$ cat src/rtl/prvs_pkg.sv
// ----------------------------------------------------------------------------
// prvs_pkg
// Shared types and constants for the posting record varint scanner.
// ----------------------------------------------------------------------------
`default_nettype none

package prvs_pkg;

  // Configuration port geometry
  localparam int ADDR_W = 4;
  localparam int DATA_W = 32;

  // Register indexes (paddr[3:2])
  localparam logic [1:0] REG_SKIP  = 2'd0;
  localparam logic [1:0] REG_LIMIT = 2'd1;
  localparam logic [1:0] REG_MINTF = 2'd2;

  // Result status codes
  localparam logic ST_QUALIFY   = 1'b0;
  localparam logic ST_MALFORMED = 1'b1;

  // Varint byte layout
  localparam logic [7:0] VARINT_MORE = 8'h80;

  // Parser phase, one-hot
  typedef enum logic [3:0] {
    PH_PREFIX = 4'b0001,
    PH_DOCID  = 4'b0010,
    PH_FREQ   = 4'b0100,
    PH_SKIP   = 4'b1000
  } phase_t;

  // Configuration register set
  typedef struct packed {
    logic [23:0] skip_qualifying;
    logic [23:0] report_limit;
    logic [31:0] min_term_freq;
  } cfg_t;

  // One result item
  typedef struct packed {
    logic        status;
    logic [31:0] body_length;
    logic [23:0] body_offset;
    logic [31:0] term_freq;
    logic [31:0] doc_id;
  } result_t;

endpackage

`default_nettype wire

$ cat src/rtl/prvs_cfg.sv
// ----------------------------------------------------------------------------
// prvs_cfg
// APB-style register file: record skip count, report limit, minimum frequency.
// ----------------------------------------------------------------------------
`default_nettype none

module prvs_cfg (
  input  wire logic                          clk,
  input  wire logic                          rst,
  input  wire logic                          psel,
  input  wire logic                          penable,
  input  wire logic                          pwrite,
  input  wire logic [prvs_pkg::ADDR_W-1:0]   paddr,
  input  wire logic [prvs_pkg::DATA_W-1:0]   pwdata,
  output logic      [prvs_pkg::DATA_W-1:0]   prdata,
  output logic                               pready,
  output prvs_pkg::cfg_t                     cfg
);

  logic       wr_en;
  logic [1:0] reg_idx;

  assign pready  = 1'b1;
  assign reg_idx = paddr[3:2];
  assign wr_en   = psel & penable & pwrite & pready;

  // Register writes
  always_ff @(posedge clk) begin
    if (rst) begin
      cfg.skip_qualifying <= '0;
      cfg.report_limit    <= '1;
      cfg.min_term_freq   <= '0;
    end else if (wr_en) begin
      unique case (reg_idx)
        prvs_pkg::REG_SKIP:  cfg.skip_qualifying <= pwdata[23:0];
        prvs_pkg::REG_LIMIT: cfg.report_limit    <= pwdata[23:0];
        prvs_pkg::REG_MINTF: cfg.min_term_freq   <= pwdata;
        default: ;
      endcase
    end
  end

  // Read mux
  always_comb begin
    unique case (reg_idx)
      prvs_pkg::REG_SKIP:  prdata = {8'd0, cfg.skip_qualifying};
      prvs_pkg::REG_LIMIT: prdata = {8'd0, cfg.report_limit};
      prvs_pkg::REG_MINTF: prdata = cfg.min_term_freq;
      default:             prdata = '0;
    endcase
  end

endmodule

`default_nettype wire

$ cat src/rtl/prvs_core.sv
// ----------------------------------------------------------------------------
// prvs_core
// Record parser state: length prefix, two varints, body skip and qualification.
// ----------------------------------------------------------------------------
`default_nettype none

module prvs_core #(
  parameter longint unsigned MAX_BUFFER_BYTES = 64'd16777216
) (
  input  wire logic             clk,
  input  wire logic             rst,
  input  wire logic             step,
  input  wire logic [7:0]       data_byte,
  input  wire logic             last_byte,
  input  wire prvs_pkg::cfg_t   cfg,
  output logic                  res_valid,
  output prvs_pkg::result_t     res
);

  localparam int POS_W = $clog2(MAX_BUFFER_BYTES);
  localparam logic [POS_W-1:0] POS_LAST = POS_W'(MAX_BUFFER_BYTES - 64'd1);

  // State
  prvs_pkg::phase_t  phase, phase_next;
  logic [1:0]        pfx_cnt, pfx_cnt_next;
  logic [31:0]       len_acc, len_acc_next;
  logic [31:0]       did_acc, did_acc_next;
  logic [31:0]       frq_acc, frq_acc_next;
  logic [31:0]       remain, remain_next;
  logic [POS_W-1:0]  pos, pos_next;
  logic [POS_W-1:0]  bstart, bstart_next;
  logic [24:0]       qual_cnt, qual_cnt_next;

  logic [POS_W-1:0]  pos_inc;
  logic [24:0]       win_end;
  logic              win_open;
  logic              more;
  logic              malformed;
  logic              qualify_hit;

  assign pos_inc  = (pos == POS_LAST) ? '0 : pos + POS_W'(1);
  assign win_end  = {1'b0, cfg.skip_qualifying} + {1'b0, cfg.report_limit};
  assign more     = (data_byte & prvs_pkg::VARINT_MORE) != 8'd0;

  // Next state for one byte
  always_comb begin
    phase_next    = phase;
    pfx_cnt_next  = pfx_cnt;
    len_acc_next  = len_acc;
    did_acc_next  = did_acc;
    frq_acc_next  = frq_acc;
    remain_next   = remain;
    bstart_next   = bstart;
    qual_cnt_next = qual_cnt;
    malformed     = 1'b0;
    qualify_hit   = 1'b0;

    unique case (phase)
      prvs_pkg::PH_PREFIX: begin
        len_acc_next = {len_acc[23:0], data_byte};
        if (pfx_cnt == 2'd3) begin
          pfx_cnt_next = 2'd0;
          remain_next  = len_acc_next;
          bstart_next  = pos_inc;
          did_acc_next = '0;
          frq_acc_next = '0;
          if (len_acc_next == 32'd0) begin
            malformed = 1'b1;
          end else begin
            phase_next = prvs_pkg::PH_DOCID;
          end
        end else begin
          pfx_cnt_next = pfx_cnt + 2'd1;
        end
      end
      prvs_pkg::PH_DOCID: begin
        remain_next  = remain - 32'd1;
        did_acc_next = {did_acc[24:0], data_byte[6:0]};
        if (!more) begin
          phase_next = prvs_pkg::PH_FREQ;
        end
        if (remain_next == 32'd0) begin
          malformed  = 1'b1;
          phase_next = prvs_pkg::PH_PREFIX;
        end
      end
      prvs_pkg::PH_FREQ: begin
        remain_next  = remain - 32'd1;
        frq_acc_next = {frq_acc[24:0], data_byte[6:0]};
        if (!more) begin
          if (frq_acc_next >= cfg.min_term_freq) begin
            priority if (qual_cnt < {1'b0, cfg.skip_qualifying}) begin
              qual_cnt_next = qual_cnt + 25'd1;
            end else if (qual_cnt < win_end) begin
              qual_cnt_next = qual_cnt + 25'd1;
              qualify_hit   = 1'b1;
            end else begin
            end
          end
          phase_next = (remain_next == 32'd0) ? prvs_pkg::PH_PREFIX : prvs_pkg::PH_SKIP;
        end else if (remain_next == 32'd0) begin
          malformed  = 1'b1;
          phase_next = prvs_pkg::PH_PREFIX;
        end
      end
      prvs_pkg::PH_SKIP: begin
        remain_next = remain - 32'd1;
        if (remain_next == 32'd0) begin
          phase_next = prvs_pkg::PH_PREFIX;
        end
      end
      default: begin
        phase_next = prvs_pkg::PH_PREFIX;
      end
    endcase

    pos_next = pos_inc;
  end

  // Result for this byte, registered by the top level
  assign win_open  = qual_cnt < win_end;
  assign res_valid = step & (qualify_hit | (malformed & win_open));

  always_comb begin
    res.status      = malformed ? prvs_pkg::ST_MALFORMED : prvs_pkg::ST_QUALIFY;
    res.doc_id      = malformed ? 32'd0 : did_acc_next;
    res.term_freq   = malformed ? 32'd0 : frq_acc_next;
    res.body_offset = 24'(bstart_next);
    res.body_length = len_acc_next;
  end

  // State registers; end of buffer returns everything to reset
  always_ff @(posedge clk) begin
    if (rst || (step && last_byte)) begin
      phase    <= prvs_pkg::PH_PREFIX;
      pfx_cnt  <= '0;
      len_acc  <= '0;
      did_acc  <= '0;
      frq_acc  <= '0;
      remain   <= '0;
      pos      <= '0;
      bstart   <= '0;
      qual_cnt <= '0;
    end else if (step) begin
      phase    <= phase_next;
      pfx_cnt  <= pfx_cnt_next;
      len_acc  <= len_acc_next;
      did_acc  <= did_acc_next;
      frq_acc  <= frq_acc_next;
      remain   <= remain_next;
      pos      <= pos_next;
      bstart   <= bstart_next;
      qual_cnt <= qual_cnt_next;
    end
  end

  // Checks
  a_pfx_only_in_prefix: assert property (@(posedge clk) disable iff (rst)
    (pfx_cnt != 2'd0) |-> (phase == prvs_pkg::PH_PREFIX))
    else $error("prefix byte count set outside prefix phase");

  a_body_left: assert property (@(posedge clk) disable iff (rst)
    (phase != prvs_pkg::PH_PREFIX) |-> (remain != 32'd0))
    else $error("body phase with no body bytes left");

  a_qualify_from_freq: assert property (@(posedge clk) disable iff (rst)
    (res_valid && res.status == prvs_pkg::ST_QUALIFY) |-> (phase == prvs_pkg::PH_FREQ))
    else $error("qualifying result outside frequency phase");

endmodule

`default_nettype wire

$ cat src/rtl/posting_record_varint_scanner.sv
// ----------------------------------------------------------------------------
// posting_record_varint_scanner
// Parses length-prefixed posting records from a byte stream and reports
// qualifying records (id, frequency, offset, length) or malformed ones.
// ----------------------------------------------------------------------------
//  channel  | dir | handshake          | payload
//  ---------+-----+--------------------+------------------------------------
//  s_       | in  | s_tvalid/s_tready  | tdata: data_byte, tlast: last_byte
//  m_       | out | m_tvalid/m_tready  | tdata: doc_id..body_length, tuser: status
//  apb      | in  | psel/penable       | skip, report limit, min frequency
//
//  One byte per cycle sustained while m_ is not stalled; a result is offered the
//  cycle after its byte leaves the input register.
//  The input register feeds the parser logic; the result register holds one item.
//  The parser advances when the input register holds a byte and the result register is empty or being drained.
//  Synchronous reset clears all parser state; registers return to defaults.
//  A stall on m_ backs up through the input register into s_tready.
// ----------------------------------------------------------------------------
`default_nettype none

module posting_record_varint_scanner #(
  parameter longint unsigned MAX_BUFFER_BYTES = 64'd16777216
) (
  input  wire logic                          clk,
  input  wire logic                          rst,
  // byte stream in
  input  wire logic                          s_tvalid,
  output logic                               s_tready,
  input  wire logic [7:0]                    s_tdata,   // [7:0] data_byte
  input  wire logic                          s_tlast,
  // records out
  output logic                               m_tvalid,
  input  wire logic                          m_tready,
  output logic      [119:0]                  m_tdata,   // [31:0] doc_id, [63:32] term_freq,
                                                        // [87:64] body_offset,
                                                        // [119:88] body_length
  output logic                               m_tuser,   // [0] status
  // configuration
  input  wire logic                          psel,
  input  wire logic                          penable,
  input  wire logic                          pwrite,
  input  wire logic [prvs_pkg::ADDR_W-1:0]   paddr,
  input  wire logic [prvs_pkg::DATA_W-1:0]   pwdata,
  output logic      [prvs_pkg::DATA_W-1:0]   prdata,
  output logic                               pready
);

  prvs_pkg::cfg_t    cfg;
  prvs_pkg::result_t res;
  prvs_pkg::result_t out_q;
  logic              res_valid;

  logic       stg_valid;
  logic [7:0] stg_byte;
  logic       stg_last;
  logic       adv;

  // Parser steps when the input register holds a byte and the output register can take a result
  assign adv      = stg_valid & (~m_tvalid | m_tready);
  assign s_tready = ~stg_valid | adv;

  // Input register
  always_ff @(posedge clk) begin
    if (rst) begin
      stg_valid <= 1'b0;
    end else if (s_tready) begin
      stg_valid <= s_tvalid;
    end
  end

  always_ff @(posedge clk) begin
    if (s_tready && s_tvalid) begin
      stg_byte <= s_tdata;
      stg_last <= s_tlast;
    end
  end

  prvs_cfg u_cfg (
    .clk     (clk),
    .rst     (rst),
    .psel    (psel),
    .penable (penable),
    .pwrite  (pwrite),
    .paddr   (paddr),
    .pwdata  (pwdata),
    .prdata  (prdata),
    .pready  (pready),
    .cfg     (cfg)
  );

  prvs_core #(
    .MAX_BUFFER_BYTES (MAX_BUFFER_BYTES)
  ) u_core (
    .clk       (clk),
    .rst       (rst),
    .step      (adv),
    .data_byte (stg_byte),
    .last_byte (stg_last),
    .cfg       (cfg),
    .res_valid (res_valid),
    .res       (res)
  );

  // Result register
  always_ff @(posedge clk) begin
    if (rst) begin
      m_tvalid <= 1'b0;
    end else if (adv) begin
      m_tvalid <= res_valid;
    end else if (m_tready) begin
      m_tvalid <= 1'b0;
    end
  end

  always_ff @(posedge clk) begin
    if (adv && res_valid) begin
      out_q <= res;
    end
  end

  assign m_tdata = {out_q.body_length, out_q.body_offset, out_q.term_freq, out_q.doc_id};
  assign m_tuser = out_q.status;

  // Checks
  a_stage_holds: assert property (@(posedge clk) disable iff (rst)
    (stg_valid && !adv) |=> (stg_valid && $stable(stg_byte) && $stable(stg_last)))
    else $error("input register lost a byte while stalled");

  a_no_overwrite: assert property (@(posedge clk) disable iff (rst)
    (m_tvalid && !m_tready) |-> !adv)
    else $error("parser stepped over an undelivered result");

endmodule

`default_nettype wire
$ cat config.mk
export PLATFORM = sky130hd
export DESIGN_NAME = posting_record_varint_scanner
export DESIGN_NICKNAME = d
export VERILOG_FILES = /design/src/rtl/prvs_pkg.sv /design/src/rtl/prvs_cfg.sv /design/src/rtl/prvs_core.sv /design/src/rtl/posting_record_varint_scanner.sv
export SDC_FILE = /design/constraint.sdc
export NUM_CORES = 1
export LEC_CHECK = 0
export BUFFER_PORTS_ARGS = -buffer_cell sky130_fd_sc_hd__clkbuf_2
export CAP_MARGIN = 20
export CORE_MARGIN = 2
export CORE_UTILIZATION = 45
export CTS_CLUSTER_DIAMETER = 100
export DETAILED_ROUTE_END_ITERATION = 6
export REMOVE_ABC_BUFFERS = 1
export SKIP_LAST_GASP = 1
export SLEW_MARGIN = 40
export SYNTH_ARGS = -nofsm -noshare
export SYNTH_HDL_FRONTEND = slang
export SYNTH_SLANG_ARGS = --single-unit
$ cat constraint.sdc
create_clock -name clk -period 20.6 [get_ports clk]
set_input_delay 1.03 -clock clk [delete_from_list [all_inputs] [get_ports clk]]
set_output_delay 1.03 -clock clk [all_outputs]
set_load 0.005 [all_outputs]
======== Yosys cells after proc, flatten, opt, wreduce, memory -nomap -nowiden ========
Index checks and enable logic that the tools add are counted.
storage, ports and cells
  bits in registers ....................... 419
  bits of input ports ..................... 52
  output and inout port bits .............. 156
operators by class
  multiplexer cells ....................... 35
  magnitude comparators ................... 3
  reduce and logical (&&, ||, !) cells .... 18
  bitwise logic cells ..................... 11
  equal/unequal tests ..................... 11
  $add $sub $neg .......................... 5
operators by type and width
  operator                                             number
  case mux 32 bit (2 select lines)                     3
  two-way mux 32 bit                                   4
  case mux 32 bit (3 select lines)                     1
  two-way mux 24 bit                                   3
  logical NOT 32 bit                                   2
  two-way mux 25 bit                                   2
  >= comparator 32 bit                                 1
  subtractor 32 x 1 -> 32 bit (second input constant)  1
  two-way mux 4 bit                                    7
  adder 24 x 24 -> 25 bit                              1
  adder 25 x 1 -> 25 bit (second input constant)       1
  < comparator 25 x 24 -> 1 bit                        1
  < comparator 25 bit                                  1
  adder 24 x 1 -> 24 bit (second input constant)       1
  == test 24 bit (second input constant)               1
  case mux 4 bit (4 select lines)                      1
  two-way mux 1 bit                                    12
  AND reduction 2 bit                                  4
  nonzero test 2 bit                                   3
  bitwise AND 1 bit                                    5
  AND reduction 5 bit                                  1
  == test 2 bit (second input constant)                2
  == test 4 x 1 -> 1 bit (second input constant)       1
  == test 4 x 2 -> 1 bit (second input constant)       1
  17 further kinds                                     23

======== Depth between registers and ports, before layout ========
  depth after elaboration ................. 10
  gate-level depth with buffers ........... 20
  depth with buffers taken out ............ 19

======== By module ========
From an unflattened synthesis, not the netlist that was laid out.
unflattened totals
  cells, all modules ...................... 2489
  area total of the unflattened synthesis .. 21974.8 um2
modules (own cells, without submodules)
  module                         area an instance (um2)  times used  sequential area each (um2)  cells each
  prvs_core                      14049.7                 1           4144.0                      1930
  posting_record_varint_scanner  4006.3                  1           3943.8                      141
  prvs_cfg                       3918.8                  1           1601.5                      418

======== Worst setup path after synthesis ========
No wires, ideal clock.
  kind .................................... register to register
  from .................................... register, netlist name u_cfg.cfg[32]
  to ...................................... register out_q, in the netlist m_tdata[0] (enable)
  setup slack ............................. 13517 ps
  stages on the path, launching flop included .. 18
  library setup time ...................... 490 ps
  data arrival time ....................... 6593 ps
  path through ............................ dfxtp_1 > ha_1 > fa_1 > a211oi_1 > o21ai_0 > a311o_1 > a311o_1 > a21oi_1 > o21bai_1 > o41ai_1 > xor2_1 > ha_1 > a21o_1 > a21o_1 > a211oi_1 > o221ai_1 > nor2_1 > o21a_1
on the way
  word-level cells in the longest chain between the ends .. 10
RTL lines
  element                      RTL line                              text
  adder 24 x 24 -> 25 bit (*)  prvs_core.sv:42                       assign win_end = {1'b0, cfg.skip_qualifying} + {1'b0, cfg.report_limit};
  < comparator 25 bit (*)      prvs_core.sv:94, prvs_core.sv:121
  two-way mux 1 bit            prvs_core.sv:94                       end else if (qual_cnt < win_end) begin
  two-way mux 1 bit            prvs_core.sv:92                       priority if (qual_cnt < {1'b0, cfg.skip_qualifying}) begin
  two-way mux 1 bit            prvs_core.sv:91                       if (frq_acc_next >= cfg.min_term_freq) begin
  two-way mux 1 bit            prvs_core.sv:90                       if (!more) begin
  two-way mux 1 bit            prvs_core.sv:58                       unique case (phase)
  OR 1 bit (*)                 prvs_core.sv:122                      assign res_valid = step & (qualify_hit | (malformed & win_open));
  bitwise AND 1 bit (*)        prvs_core.sv:122
  logical AND 1 bit (*)        posting_record_varint_scanner.sv:116  if (adv && res_valid) begin
  end signal, assigned         posting_record_varint_scanner.sv:117  out_q <= res;
  end, declared                posting_record_varint_scanner.sv:50   prvs_pkg::result_t out_q;
Mark *: on every way between the ends. The rest lies on a longest branch, timed or not.
A chain may end at the register's enable or synchronous reset.

======== Worst setup path in the final report ========
  from .................................... register, netlist name u_cfg.cfg[32]
  to ...................................... register out_q, in the netlist m_tdata[109] (enable)
on the way
  word-level cells in the longest chain between the ends .. 10
RTL lines
  element                      RTL line
  adder 24 x 24 -> 25 bit (*)  prvs_core.sv:42
  < comparator 25 bit (*)      prvs_core.sv:94, prvs_core.sv:121
  two-way mux 1 bit            prvs_core.sv:94
  two-way mux 1 bit            prvs_core.sv:92
  two-way mux 1 bit            prvs_core.sv:91
  two-way mux 1 bit            prvs_core.sv:90
  two-way mux 1 bit            prvs_core.sv:58
  OR 1 bit (*)                 prvs_core.sv:122
  bitwise AND 1 bit (*)        prvs_core.sv:122
  logical AND 1 bit (*)        posting_record_varint_scanner.sv:116
Marks and branches as above.

==> results.json <==
{
  "rr_endpoint": "m_tdata[109]$_DFFE_PP_",
  "clockBufferDepth": 3,
  "power_density_mw_per_mm2": 71.9,
  "place_congestion": 0.924,
  "grt_pass1_wl_mm": 95.1,
  "die_h_um": 223,
  "netlist.area_leader.share_pct": 26.7,
  "grt.total_usage_pct": 23.6,
  "switching_share_pct": 23.3,
  "synthArstFlopShare_pct": 0,
  "switching_power_w": 0.000413,
  "wl_met1_mm": 27.5,
  "skew_ns": 0.0149,
  "top_layer": "met4",
  "finalNonFillerCells": 3302,
  "synth_top_area_cell": "dfxtp_1",
  "regToRegStartpoint": "u_cfg.cfg[32]$_SDFFE_PP1P_",
  "wl_met2_mm": 27.7,
  "stdcell_area_mm2": 0.0246,
  "vias": 18900,
  "routedWlPerCell_um": 18.2,
  "fmax_mhz": 149,
  "combPwrFrac_pct": 5.5,
  "hp-start": "u_core.len_acc[27]$_SDFFE_PP0P_",
  "grt_antenna_before_repair": 3,
  "p_leak_nw": 9.40,
  "synth_compound_area_share_pct": 16.9,
  "finalNetCount": 2807,
  "finalCriticalPeriod_ns": 6.69,
  "pre_cts_slack_ns": 14.01,
  "yosysWarnings": 0,
  "start_util_pct": 45.5,
  "hold_path_end": "u_core.len_acc[27]$_SDFFE_PP0P_",
  "ys.flop_type": "dfxtp_1",
  "r2r_cells": 18,
  "synth.top_cells.by_area": "dfxtp_1, edfxtp_1, nand2_1",
  "finalWirelength_mm": 60.2,
  "io_pins": 208,
  "cap_violations": 0,
  "avgViaCountPerCell": 5.73,
  "synth_xor_area_share_pct": 2.31,
  "drive_gt1_share_pct": 13.9,
  "netlist_instances": 2538,
  "finalHoldViolCount": 0,
  "dieArea_mm2": 0.0498,
  "p_total_w": 0.00177,
  "status": "completed",
  "grt_max_degree": 103,
  "synth_top_family_by_area": "simple AND/OR/NAND/NOR gates",
  "syn_area_mm2": 0.0216,
  "rsz0062_at_grt": "false",
  "pwr-share-clk_pct": 45.7,
  "wl_met3_mm": 3.53,
  "drc_errors": 0,
  "grt_pass1_vias": 17500,
  "hold_buffers": 0,
  "cts_tree": "yes",
  "path_cells": "ha_1 > fa_1 > a211oi_1 > o21ai_0 > a311o_1 > a311o_1 > a21oi_1 > o21bai_1 > o41ai_1 > xor2_1 > ha_1 > a21o_1 > a21o_1 > a211oi_1 > o221ai_1 > nor2_1 > o21a_4 > buf_6",
  "peakVddDrop_v": 0.0000573,
  "dpl_cell_area_mm2": 0.0231,
  "critPathKind": "reg2reg",
  "die_width_um": 223,
  "hpwlAfterDp_mm": 40.5,
  "firstDrtPassIters": 6,
  "endpoint_kind": "register",
  "slowest_stage": "buf_6",
  "htreeDepth": 2,
  "setup_tns_ns": 0,
  "drt_iter0_drc": 1627,
  "worst_skew_pair.late_latency_ns": 0.58,
  "worstMarginPinSlew_ns": 0.833,
  "synth_edf_count": 130,
  "cts_sinks": 419,
  "internal_power_w": 0.00136,
  "worstPathArrival_ns": 6.89,
  "overflow": 0,
  "cts_setup_buffers": 0,
  "synth.distinct_cells": 74,
  "p_seq_share_pct": 48.8,
  "rows": 80,
  "dpl.cell_count": 3212,
  "yosys.area_share.simple_pct": 21.6,
  "ys_ff_latch": 419,
  "r2r_slack_ns": 13.91,
  "ys_seq_area_share_pct": 44.8,
  "clk_pin_slew_ns": 0.06,
  "fin_crit_sh_pct": 32.5,
  "cp-start-kind": "register",
  "cts_buffers": 47,
  "synth_mux_area_share_pct": 3.56,
  "core_area_mm2": 0.0475,
  "setup_ws_ns": 13.91,
  "cpPeakStageDelay_ns": 0.65,
  "slew_headroom_pct": 44.5,
  "area.growth.synth_to_final_pct": 13.9,
  "setup_violations": 0,
  "cts.repair.resized": 0,
  "detail-route-antenna-nets": 0,
  "cts-root-buf": "clkbuf_16",
  "port_buffers": 204,
  "avgSynthCellArea_um2": 8.52,
  "hold_class": "reg2reg",
  "slew_violations": 0,
  "path_max_fanout": 88,
  "required_ns": 20.80,
  "synth_adder_area_share_pct": 6.34,
  "hold-path-cell-count": 2
}
[worst max-delay path, delay by kind of cell (launching register included)]
| family | cells | cell delay [ns] |
|---|---|---|
| buf+inv | 1 | 0.65 |
| fa+ha+maj | 3 | 1.00 |
| flops | 1 | 0.33 |
| xor+xnor | 1 | 0.14 |
| compound gates | 12 | 3.78 |
| simple gates | 1 | 0.32 |
[flip-flops by register name, summed over array words and instances (netlist names)]
name / flops
u_core.qual_cnt: 25
u_core.did_acc: 32
m_tdata: 120
u_core.bstart: 24
m_tvalid: 1
stg_last: 1
u_core.frq_acc: 32
u_cfg.cfg: 80
u_core.pfx_cnt: 2
u_core.pos: 24
stg_byte: 8
stg_valid: 1
u_core.remain: 32
m_tuser: 1
u_core.len_acc: 32
u_core.phase: 4
[worst max path at each step]
stage,from,to,cells after the start,slack [ns]
global placement,u_cfg.cfg[32]$_SDFFE_PP1P_,m_tdata[105]$_DFFE_PP_,18,13.85
CTS,u_cfg.cfg[32]$_SDFFE_PP1P_,m_tdata[109]$_DFFE_PP_,18,13.97
finish,u_cfg.cfg[32]$_SDFFE_PP1P_,m_tdata[109]$_DFFE_PP_,18,13.91
floorplan,u_core.phase[0]$_SDFFE_PP1P_,m_tdata[0]$_SDFFCE_PP0P_,7,9.05
global route,u_cfg.cfg[32]$_SDFFE_PP1P_,m_tdata[109]$_DFFE_PP_,18,13.57
detailed placement,u_cfg.cfg[32]$_SDFFE_PP1P_,m_tdata[105]$_DFFE_PP_,18,14.01
[area by class of cell]
cell class,instances,area [um^2]
diodes,4,10.0
clock buffers,75,1410
clock inverters,11,75.1
fillers,4435,22900
inverters,80,300
multi-input cells,1864,11100
flip-flops and latches,419,9690
well taps,615,769
repair buffers,234,1280
[cell usage after synthesis (23+ instances only)]
| library cell | number |
|---|---|
| mux2_2 | 32 |
| xor2_1 | 34 |
| nand2b_1 | 28 |
| a22oi_1 | 69 |
| edfxtp_1 | 130 |
| a21o_1 | 33 |
| xnor2_1 | 23 |
| nand4_1 | 36 |
| nand3_1 | 99 |
| dfxtp_1 | 289 |
| clkbuf_1 | 155 |
| mux2i_1 | 41 |
| nor3_1 | 39 |
| nor2_1 | 174 |
| nand3b_1 | 32 |
| inv_1 | 80 |
| o21ai_0 | 112 |
| nor4_1 | 26 |
| nand2_1 | 481 |
| ha_1 | 108 |
| a21oi_1 | 276 |
[placed cells by master (no fill, tap or decap), types with 22 or more instances in the layout]
cell	netlist	final
a21o_1	33	32
a21oi_1	276	274
a22oi_1	69	69
a31oi_1	22	22
buf_4	1	24
clkbuf_16	0	49
clkbuf_2	1	204
dfxtp_1	289	289
edfxtp_1	130	130
ha_1	108	108
inv_1	80	80
mux2_2	32	32
mux2i_1	41	41
nand2_1	481	478
nand2b_1	28	27
nand3_1	99	99
nand3b_1	32	32
nand4_1	36	36
nor2_1	174	172
nor3_1	39	37
nor4_1	26	25
o21ai_0	112	112
xnor2_1	23	23
xor2_1	34	34
[metrics by stage]
stage	utilization, %	hold WS [ns]
final	51.8	0.453
after global routing	51.8	0.466
after CTS	51.8	0.456
after detailed placement	48.7	0.447
after global placement	48.5	0.439
after floorplan	-	0.434
[layer usage]
layer	GRT usage [%]	vias up
li1	-	9207
met1	33.0	9068
met2	37.2	554
met3	4.20	92
met4	7.82	0
met5	0	-
[kinds of logic (layout without fill, tap and decap cells)]
group | Yosys count | after routing
simple gates | 1014 | 1014
xor+xnor | 57 | 57
compound gates | 610 | 610
fa+ha+maj | 109 | 109
buf+inv | 255 | 400
other cells | 1 | 5
flops | 419 | 419
mux | 73 | 73
[power by group through the flow]
| stage | clock network [W] | logic (W) | registers, W |
|---|---|---|---|
| 4_1_cts | 0.000829 | 0.0000972 | 0.000864 |
| 3_3_place_gp | 0 | 0.0000936 | 0.000882 |
| 5_1_grt | 0.000859 | 0.000108 | 0.000865 |
| 2_1_floorplan | 0 | 0.0000583 | 0.000876 |
| 6_report | 0.000808 | 0.0000980 | 0.000864 |
| 3_5_place_dp | 0 | 0.0000966 | 0.000882 |
(Power assumes the default switching activity.)
